==> config.mk <==
export PLATFORM = sky130hd
export DESIGN_NAME = tmae_fpu
export DESIGN_NICKNAME = d
export VERILOG_FILES = /design/src/rtl/tmae_pkg.sv /design/src/rtl/tmae_fpu.sv
export SDC_FILE = /design/constraint.sdc
export NUM_CORES = 2
export LEC_CHECK = 0
export ABC_CLOCK_PERIOD_IN_PS = 7000
export BUFFER_PORTS_ARGS = -buffer_cell sky130_fd_sc_hd__clkbuf_2
export CAP_MARGIN = 5
export CORE_ASPECT_RATIO = 1.4
export CORE_MARGIN = 2
export CORE_UTILIZATION = 67
export CTS_BUF_LIST = sky130_fd_sc_hd__clkbuf_8
export CTS_CLUSTER_SIZE = 10
export DETAILED_ROUTE_END_ITERATION = 10
export PLACE_DENSITY = 0.86
export SLEW_MARGIN = 10
export SYNTH_ARGS = -nofsm -noshare
export SYNTH_HDL_FRONTEND = slang
export SYNTH_SLANG_ARGS = --single-unit
==> constraint.sdc <==
create_clock -name clk -period 7 [get_ports clk]
set_clock_uncertainty 0.15 [all_clocks]
set_input_delay 1.4 -clock clk [delete_from_list [all_inputs] [get_ports clk]]
set_output_delay 1.4 -clock clk [all_outputs]
set_load 0.03 [all_outputs]
==> src/rtl/tmae_pkg.sv <==
`default_nettype none
package tmae_pkg;

    localparam int DEFAULT_MAX_DIM = 64;

    localparam logic [1:0] REQ_WRITE_A = 2'd0;
    localparam logic [1:0] REQ_WRITE_B = 2'd1;
    localparam logic [1:0] REQ_COMPUTE = 2'd2;

    localparam logic [1:0] MODE_MAX_PLUS  = 2'd0;
    localparam logic [1:0] MODE_MIN_PLUS  = 2'd1;
    localparam logic [1:0] MODE_MAX_TIMES = 2'd2;

    localparam logic [1:0] CFG_MODE  = 2'd0;
    localparam logic [1:0] CFG_ROWS  = 2'd1;
    localparam logic [1:0] CFG_DEPTH = 2'd2;
    localparam logic [1:0] CFG_COLS  = 2'd3;

    localparam logic [31:0] FLT_MAX_POS  = 32'h7F7F_FFFF;
    localparam logic [31:0] FLT_MAX_NEG  = 32'hFF7F_FFFF;
    localparam logic [31:0] FLT_ZERO     = 32'h0000_0000;
    localparam logic [31:0] QNAN_DEFAULT = 32'hFFC0_0000;
    localparam logic [31:0] QUIET_BIT    = 32'h0040_0000;

    typedef struct packed {
        logic [1:0]  req_type;
        logic [5:0]  row_index;
        logic [5:0]  col_index;
        logic [31:0] entry_bits;
    } req_t;

    typedef struct packed {
        logic [31:0] best_bits;
        logic [5:0]  winner_index;
        logic        status;
    } res_t;

    typedef enum logic [1:0] {
        ST_IDLE,
        ST_RUN,
        ST_DONE
    } state_t;

endpackage
`default_nettype wire

==> src/rtl/tmae_fpu.sv <==
`default_nettype none
// Three-stage single-precision adder / multiplier, round to nearest even.
module tmae_fpu
    import tmae_pkg::*;
(
    input  wire logic        clk,
    input  wire logic        rst_n,
    input  wire logic        in_valid,
    input  wire logic        op_mul,
    input  wire logic [31:0] a,
    input  wire logic [31:0] b,
    output logic             out_valid,
    output logic [31:0]      out_bits,
    output logic             busy
);

    // Stage 1 registers.
    logic               s1_v_reg;
    logic               s1_sp_reg;
    logic [31:0]        s1_sp_bits_reg;
    logic               s1_sign_reg;
    logic signed [10:0] s1_x_reg;
    logic [47:0]        s1_mag_reg;

    // Stage 2 registers.
    logic               s2_v_reg;
    logic               s2_sp_reg;
    logic [31:0]        s2_sp_bits_reg;
    logic               s2_sign_reg;
    logic               s2_zero_reg;
    logic signed [10:0] s2_e_reg;
    logic [47:0]        s2_n_reg;

    // Stage 3 registers.
    logic               s3_v_reg;
    logic [31:0]        s3_bits_reg;

    logic               s1_sp_next;
    logic [31:0]        s1_sp_bits_next;
    logic               s1_sign_next;
    logic signed [10:0] s1_x_next;
    logic [47:0]        s1_mag_next;

    logic               s2_zero_next;
    logic signed [10:0] s2_e_next;
    logic [47:0]        s2_n_next;

    logic [31:0]        s3_bits_next;

    // Operand decode and stage 1 datapath.
    always_comb
    begin
        logic        sa;
        logic        sb;
        logic [7:0]  ea;
        logic [7:0]  eb;
        logic [23:0] ma;
        logic [23:0] mb;
        logic        a_nan;
        logic        b_nan;
        logic        a_inf;
        logic        b_inf;
        logic        a_zero;
        logic        b_zero;
        logic        swap;
        logic        big_s;
        logic [7:0]  big_e;
        logic [23:0] big_m;
        logic [7:0]  sml_e;
        logic [23:0] sml_m;
        logic [7:0]  d;
        logic [26:0] sml_ext;
        logic [26:0] sml_shift;
        logic [26:0] lost_mask;
        logic [26:0] big_ext;
        logic [27:0] sum;
        logic        eff_sub;
        logic [47:0] prod;

        sa = a[31];
        sb = b[31];
        ea = (a[30:23] == 8'd0) ? 8'd1 : a[30:23];
        eb = (b[30:23] == 8'd0) ? 8'd1 : b[30:23];
        ma = {(a[30:23] != 8'd0), a[22:0]};
        mb = {(b[30:23] != 8'd0), b[22:0]};
        a_nan  = (a[30:23] == 8'hFF) && (a[22:0] != 23'd0);
        b_nan  = (b[30:23] == 8'hFF) && (b[22:0] != 23'd0);
        a_inf  = (a[30:23] == 8'hFF) && (a[22:0] == 23'd0);
        b_inf  = (b[30:23] == 8'hFF) && (b[22:0] == 23'd0);
        a_zero = (a[30:0] == 31'd0);
        b_zero = (b[30:0] == 31'd0);

        // Adder: order operands by magnitude, align the smaller one.
        swap  = (b[30:0] > a[30:0]);
        big_s = swap ? sb : sa;
        big_e = swap ? eb : ea;
        big_m = swap ? mb : ma;
        sml_e = swap ? ea : eb;
        sml_m = swap ? ma : mb;
        d = big_e - sml_e;
        sml_ext = {sml_m, 3'b000};
        big_ext = {big_m, 3'b000};
        lost_mask = 27'd0;
        if (d >= 8'd27)
        begin
            sml_shift = {26'd0, (sml_m != 24'd0)};
        end
        else
        begin
            lost_mask = (27'd1 << d[4:0]) - 27'd1;
            sml_shift = (sml_ext >> d[4:0]) | {26'd0, ((sml_ext & lost_mask) != 27'd0)};
        end
        eff_sub = (sa != sb);
        sum = eff_sub ? ({1'b0, big_ext} - {1'b0, sml_shift})
                      : ({1'b0, big_ext} + {1'b0, sml_shift});

        prod = ma * mb;

        s1_sp_next      = 1'b0;
        s1_sp_bits_next = FLT_ZERO;
        if (a_nan)
        begin
            s1_sp_next      = 1'b1;
            s1_sp_bits_next = a | QUIET_BIT;
        end
        else if (b_nan)
        begin
            s1_sp_next      = 1'b1;
            s1_sp_bits_next = b | QUIET_BIT;
        end
        else if (op_mul)
        begin
            if ((a_inf && b_zero) || (b_inf && a_zero))
            begin
                s1_sp_next      = 1'b1;
                s1_sp_bits_next = QNAN_DEFAULT;
            end
            else if (a_inf || b_inf)
            begin
                s1_sp_next      = 1'b1;
                s1_sp_bits_next = {sa ^ sb, 8'hFF, 23'd0};
            end
        end
        else
        begin
            if (a_inf && b_inf && eff_sub)
            begin
                s1_sp_next      = 1'b1;
                s1_sp_bits_next = QNAN_DEFAULT;
            end
            else if (a_inf)
            begin
                s1_sp_next      = 1'b1;
                s1_sp_bits_next = a;
            end
            else if (b_inf)
            begin
                s1_sp_next      = 1'b1;
                s1_sp_bits_next = b;
            end
        end

        if (op_mul)
        begin
            s1_sign_next = sa ^ sb;
            s1_x_next    = $signed({3'b000, ea}) + $signed({3'b000, eb}) - 11'sd300;
            s1_mag_next  = prod;
        end
        else
        begin
            // An exact cancellation gives +0; two zeros of one sign keep it.
            s1_sign_next = (sum == 28'd0) ? (eff_sub ? 1'b0 : sa) : big_s;
            s1_x_next    = $signed({3'b000, big_e}) - 11'sd153;
            s1_mag_next  = {20'd0, sum};
        end
    end

    // Stage 2: leading-one search and normalization.
    always_comb
    begin
        logic [5:0] pos;
        logic [5:0] lz;

        pos = 6'd0;
        for (int i = 0; i < 48; i++)
        begin
            if (s1_mag_reg[i])
            begin
                pos = 6'(i);
            end
        end
        lz = 6'd47 - pos;
        s2_zero_next = (s1_mag_reg == 48'd0);
        s2_n_next    = s1_mag_reg << lz;
        s2_e_next    = s1_x_reg - $signed({5'd0, lz}) + 11'sd174;
    end

    // Stage 3: subnormal shift, rounding and packing.
    always_comb
    begin
        logic [23:0]        sig;
        logic               g;
        logic               st;
        logic [7:0]         ef;
        logic signed [10:0] sh;
        logic [47:0]        shifted;
        logic [47:0]        mask;
        logic               up;

        sig = 24'd0;
        g   = 1'b0;
        st  = 1'b0;
        ef  = 8'd0;
        sh  = 11'sd1 - s2_e_reg;
        shifted = 48'd0;
        mask    = 48'd0;
        if (s2_e_reg >= 11'sd1)
        begin
            sig = s2_n_reg[47:24];
            g   = s2_n_reg[23];
            st  = (s2_n_reg[22:0] != 23'd0);
            ef  = s2_e_reg[7:0];
        end
        else if (sh >= 11'sd48)
        begin
            st = 1'b1;
        end
        else
        begin
            shifted = s2_n_reg >> sh[5:0];
            mask    = (48'd1 << sh[5:0]) - 48'd1;
            sig = shifted[47:24];
            g   = shifted[23];
            st  = (shifted[22:0] != 23'd0) || ((s2_n_reg & mask) != 48'd0);
        end
        up = g & (st | sig[0]);

        if (s2_sp_reg)
        begin
            s3_bits_next = s2_sp_bits_reg;
        end
        else if (s2_zero_reg)
        begin
            s3_bits_next = {s2_sign_reg, 31'd0};
        end
        else if (s2_e_reg >= 11'sd255)
        begin
            s3_bits_next = {s2_sign_reg, 8'hFF, 23'd0};
        end
        else
        begin
            s3_bits_next = {s2_sign_reg, ef, sig[22:0]} + {31'd0, up};
        end
    end

    always_ff @(posedge clk or negedge rst_n)
    begin
        if (!rst_n)
        begin
            s1_v_reg <= 1'b0;
            s2_v_reg <= 1'b0;
            s3_v_reg <= 1'b0;
        end
        else
        begin
            s1_v_reg <= in_valid;
            s2_v_reg <= s1_v_reg;
            s3_v_reg <= s2_v_reg;
        end
    end

    always_ff @(posedge clk)
    begin
        s1_sp_reg      <= s1_sp_next;
        s1_sp_bits_reg <= s1_sp_bits_next;
        s1_sign_reg    <= s1_sign_next;
        s1_x_reg       <= s1_x_next;
        s1_mag_reg     <= s1_mag_next;

        s2_sp_reg      <= s1_sp_reg;
        s2_sp_bits_reg <= s1_sp_bits_reg;
        s2_sign_reg    <= s1_sign_reg;
        s2_zero_reg    <= s2_zero_next;
        s2_e_reg       <= s2_e_next;
        s2_n_reg       <= s2_n_next;

        s3_bits_reg    <= s3_bits_next;
    end

    assign out_valid = s3_v_reg;
    assign out_bits  = s3_bits_reg;
    assign busy      = s1_v_reg | s2_v_reg | s3_v_reg;

endmodule
`default_nettype wire

==> metrics.log, run 1 <==
INFO  metric combinational_family_with_the_most_area_after_synthesis = adder cells
INFO  metric muxShareOfSynthArea = under 10%
INFO  metric dp_worst_setup_slack = -2836 ps
INFO  metric hpwlAfterDp = 125.7 mm
INFO  metric main_synth_ff_type = dfxtp_1
INFO  metric cts_bufs_inserted = 31
INFO  metric post_synth_xor_area_fraction = around 2.6%
INFO  metric synth.yosys.seq_area_share = between 10% and 20%
INFO  metric boundaryPins = around 100
INFO  metric place.port_buffers = 101
INFO  metric first_global_vias = between 40000 and 50000
INFO  metric die_h = around 290 um
INFO  metric cts_num_sinks = roughly 220
INFO  metric floorplan.initialDensity = 67.69%
INFO  metric synthCells = a little under 5000
INFO  metric failing_step = global routing
INFO  metric grt_pass1_wl = between 300 and 400 mm
INFO  metric gr-total-overflow = 4
INFO  metric syn-cell-area = 0.03957 sq mm
INFO  metric dpl.cell_count = just over 6000
INFO  metric synth-simple-area-share = between 10% and 20%
INFO  metric ys_types = 106
INFO  metric synth-async-reset-ratio = roughly 1.4%
INFO  metric placementRows = between 100 and 150
INFO  metric synthAdderAreaFrac = a little over a third
INFO  metric mean_area_per_synthesized_cell = around 8.1 sq um
INFO  metric track_usage = between 60% and 70%
INFO  metric clockBufferDepth = 3
INFO  metric h-tree-depth = 1
INFO  metric cts_hold_repair.buffers = 0
INFO  metric clock-root-buffer = clkbuf_8
INFO  metric die_width = between 200 and 250 um
INFO  metric flop_and_latch_count_out_of_synthesis = roughly 220
INFO  metric synth-compound-area-share = about 15%
INFO  metric final_gp_congestion = roughly 1.1
INFO  metric number_of_warnings_printed_during_yosys_synthesis = 0
INFO  metric grt_start_max_net_pins = 75
INFO  metric synth-edff-count = 0
INFO  metric synthesis.nets = 5751
INFO  metric run_status = aborted with a tool error
INFO  metric first-error = [ERROR GRT-0116] Global routing finished with congestion. Check the congestion regions in the DRC Viewer.
[repair_timing]
| action | 4_1_cts |
|---|---|
| endpoints found under the setup margin | 48 |
| setup buffers | 82 |
| pin swaps | 117 |
| resized for setup | 300 |
| gates cloned | 8 |
[cell families after synthesis]
kind of cell             Yosys count
buffers and inverters            979
flip-flops                       221
XOR/XNOR                         117
adder cells (fa/ha/maj)          807
AND/OR/NAND/NOR                 1575
multiplexers                     264
AO/OA/AOI/OAI                    913
[Yosys cell counts, types with 18 or more instances]
master	instances	area share [%]
xor2_1	42	0.93
ha_1	321	10
mux4_2	40	2.3
a21o_1	43	0.82
nand2b_1	39	0.62
a22o_1	44	0.97
buf_1	55	0.52
o22ai_1	18	0.28
a21oi_1	230	2.9
mux2i_1	189	4.8
o21ai_0	196	2.5
o31ai_1	28	0.53
o21bai_1	26	0.49
fa_1	486	25
xnor2_1	75	1.7
mux2_2	33	0.94
clkbuf_1	244	2.3
a211oi_1	42	0.80
dfxtp_1	218	11
nand3_1	53	0.67
inv_1	664	6.3
a31oi_1	44	0.70
nor2b_1	31	0.49
and2_1	198	3.1
nand2_1	730	6.9
o211ai_1	32	0.61
nor4_1	39	0.62
nor3_1	66	0.83
nor2_1	294	2.8
a22oi_1	21	0.40
nand4_1	30	0.47
[metrics by stage]
step	cell area (sq um)	hold WS, ps
after floorplan	41030	159.6
after global placement	45450	159.8
after detailed placement	45450	162.1
after CTS	48230	170.8
[per-layer routing]
| metal | overflow | GRT usage [%] |
|---|---|---|
| met5 | 0 | 15.40 |
| met2 | 3 | 91.44 |
| met4 | 1 | 68.92 |
| met3 | 0 | 42.83 |
| met1 | 0 | 65.37 |
==> inputs of run 2 (changes only) <==
--- a/config.mk
+++ b/config.mk
@@ -8,13 +8,10 @@
 export ABC_CLOCK_PERIOD_IN_PS = 7000
 export BUFFER_PORTS_ARGS = -buffer_cell sky130_fd_sc_hd__clkbuf_2
 export CAP_MARGIN = 5
-export CORE_ASPECT_RATIO = 1.4
 export CORE_MARGIN = 2
-export CORE_UTILIZATION = 67
-export CTS_BUF_LIST = sky130_fd_sc_hd__clkbuf_8
-export CTS_CLUSTER_SIZE = 10
+export CORE_UTILIZATION = 40
 export DETAILED_ROUTE_END_ITERATION = 10
-export PLACE_DENSITY = 0.86
+export PLACE_DENSITY_LB_ADDON = 0.15
 export SLEW_MARGIN = 10
 export SYNTH_ARGS = -nofsm -noshare
 export SYNTH_HDL_FRONTEND = slang
==> run 2 against run 1 <==
  * The flow now finishes, with violations (setup timing)
  * Area after synthesis unchanged
  * Synthesized cell count unchanged
==> metrics.log, run 2 <==
INFO  metric run_status = finished with violations (was aborted with a tool error)
INFO  metric violations = setup timing
INFO  metric ys_types = 106 (unchanged)
INFO  metric post-synth-top-area-fraction = 24.59% (unchanged)
INFO  metric clock-root-buffer = clkbuf_16 (was clkbuf_8)
INFO  metric synthCells = 4876 (unchanged)
INFO  metric drt_first_pass_iters = 6
INFO  metric die_h = 318.5 um (was 291.6 um)
INFO  metric cp_data_arrival_time = about 9400 ps
INFO  metric nNetsFinal = 6347
INFO  metric min-delay-path-class = reg2reg
INFO  metric setup_tns = -47290 ps
INFO  metric layout.cells.most_common = buf_4
INFO  metric finalMaxSlewViolations = 0
INFO  metric syn-cell-area = 0.03957 sq mm (unchanged)
INFO  metric grt_start_max_net_pins = 80
INFO  metric synth_common_cells = 730 x nand2_1, 664 x inv_1, 486 x fa_1, 321 x ha_1, 294 x nor2_1 (unchanged)
INFO  metric vias_per_cell = around 5.7
INFO  metric cp_slowest_cell = mux4_2
INFO  metric synth_most_common_cell = nand2_1 (unchanged)
INFO  metric flop_and_latch_count_out_of_synthesis = 221 (unchanged)
INFO  metric maximum_fanout_along_the_worst_path = 5
INFO  metric synth.yosys.seq_area_share = 11.22% (unchanged)
INFO  metric finalHoldViolations = 0
INFO  metric cts_num_sinks = 221 (unchanged)
INFO  metric synthToLayoutAreaGrowth = 24.84%
INFO  metric max_cap_viol_count = 0
INFO  metric max-slew-margin-rel = a little over 30%
INFO  metric drc_markers = 0
INFO  metric synth-edff-count = 0 (unchanged)
INFO  metric drt_iter0_drc = about 3400
INFO  metric path_class = in2reg
INFO  metric layout_cell_share_with_drive_strength_beyond_1 = around a quarter
INFO  metric hold_path_startpoint = s1_sp_reg
INFO  metric synthTopCellsByArea = fa_1 25%, dfxtp_1 11%, ha_1 10% (unchanged)
INFO  metric setup_slack = -2077 ps
INFO  metric place.port_buffers = 101 (unchanged)
INFO  metric insertion_delay = 590 ps
INFO  metric timing.fmax = between 100 and 150 MHz
INFO  metric setup.worst_path.start = a[22]
INFO  metric worst_path_max_stage_delay = 530 ps
INFO  metric final_gp_congestion = 1.009 (was 1.136)
INFO  metric period_utilization = 129.7%
INFO  metric cp-start-kind = primary input
INFO  metric clock_input_transition_at_the_sequential_cells_of_the_worst_setup_and_hold_paths = about 60 ps
INFO  metric vias = 38620
INFO  metric track_usage = a little under a third
INFO  metric clockBufferDepth = 3 (unchanged)
INFO  metric cts_bufs_inserted = 24 (was 31)
INFO  metric critical_path_required = between 7000 and 8000 ps
INFO  metric initial_antenna_violation_count = 6
INFO  metric rsz0062_at_grt = yes
INFO  metric synthesis.nets = 5751 (unchanged)
INFO  metric first_global_vias = just under 40000
INFO  metric synth-async-reset-ratio = 1.357% (unchanged)
INFO  metric gr-total-overflow = 0
INFO  metric finalHoldWorstSlack = between 150 and 200 ps
INFO  metric r2r-start = s2_e_reg[1]
INFO  metric finalSetupViolCount = 47
INFO  metric core_area = roughly 0.1 sq mm
INFO  metric synth.largest_area_cell = fa_1 (unchanged)
INFO  metric mean_area_per_synthesized_cell = 8.116 sq um (unchanged)
INFO  metric timing_worst_slew_pin_value = between 1000 and 1500 ps
INFO  metric main_synth_ff_type = dfxtp_1 (unchanged)
INFO  metric hpwlAfterDp = 126.8 mm (was 125.7 mm)
INFO  metric layout_min_cycle_time = 9077 ps
INFO  metric wirelength = about 160 mm
INFO  metric most-common-layout-cells = 720 x buf_4, 710 x nand2_1, 647 x inv_1
INFO  metric fin_util = about half
INFO  metric floorplan.initialDensity = 40.27% (was 67.69%)
INFO  metric design.die.area = around 0.10 sq mm
INFO  metric boundaryPins = 102 (unchanged)
INFO  metric placementRows = 115 (was 105)
INFO  metric h-tree-depth = 1 (unchanged)
INFO  metric critPathCaptureType = register
INFO  metric cts_tree = done
INFO  metric number_of_warnings_printed_during_yosys_synthesis = 0 (unchanged)
INFO  metric die_width = 318.5 um (was 209.4 um)
INFO  metric grt_pass1_wl = roughly 240 mm
INFO  metric routedWlPerCell = ~24 um
INFO  metric detail_route_antenna_nets = 0
run 2: cell counts after synthesis:
Identical to the previous run, type by type.
run 2: worst paths after layout:
path | slack, ps | cells past startpoint | end
setup reg to reg | 980 | 15 | out_bits[0]
hold / removal | 180 | 0 | s2_sp_reg
setup / recovery | -2080 | 40 | s1_sign_reg
min in group asynchronous | 450 | 1 | s2_v_reg
max in group asynchronous | 6150 | 1 | out_valid
hold reg to reg | 180 | 0 | s2_sp_reg
run 2: cell type report:
cell class                 instances  area (sq um)
multi-input combinational       3676         33060
sequential                       221          4444
clock inverter                    16         156.4
timing repair buffer             880          6945
antenna                            1         2.502
clock buffer                      28         645.6
inverter                         669          2534
tap                             1287          1610
fill                            9582         48870
run 2: worst max-delay path: cells and delay by family:
family / cells / cell delay [ps]
AOI/OAI and AO/OA: 15 / 3430
adders and majority gates: 4 / 1150
xor gates and xnor gates: 2 / 350
muxes: 4 / 1120
and+or+nand+nor: 9 / 1220
buffers and inverters: 6 / 680
run 2: cells by family after synthesis:
logic type	Yosys count	synth area share (%)
multiplexers	264	8.129
AND/OR/NAND/NOR	1575	18.48
XOR/XNOR	117	2.590
AO/OA/AOI/OAI	913	15.50
buffers and inverters	979	9.346
flip-flops	221	11.22
adder cells (fa/ha/maj)	807	34.74
run 2: per-layer routing:
layer  vias to the layer above  wire length, um  GRT usage (%)
met3                       352            12780          4.973
met4                         4             6759          10.97
li1                      17410                -              -
met5                         -               23              0
met1                     19300            71810          44.00
met2                      1549            71250          49.59
run 2: what timing repair did:
action                                  in CTS  in global routing
endpoints found under the setup margin      48                 48
gates resized for setup                    105                241
setup buffers                               40                 33
pin swaps                                   72                 97
gates cloned                                 0                  4
hold buffers                                 0                  0
run 2: metrics by stage:
stage	worst slack, ps	std cells	area (sq um)
floorplan	-2694	4876	41030
global placement	-2720	6668	46560
detailed placement	-2824	6668	46560
CTS	-1829	6751	48220
global route	-2423	6777	49400
finish	-2077	6778	49400
Power of run 2 is not shown: default switching activity piles up to over one toggle a cycle in this logic, so the estimate is an artifact.
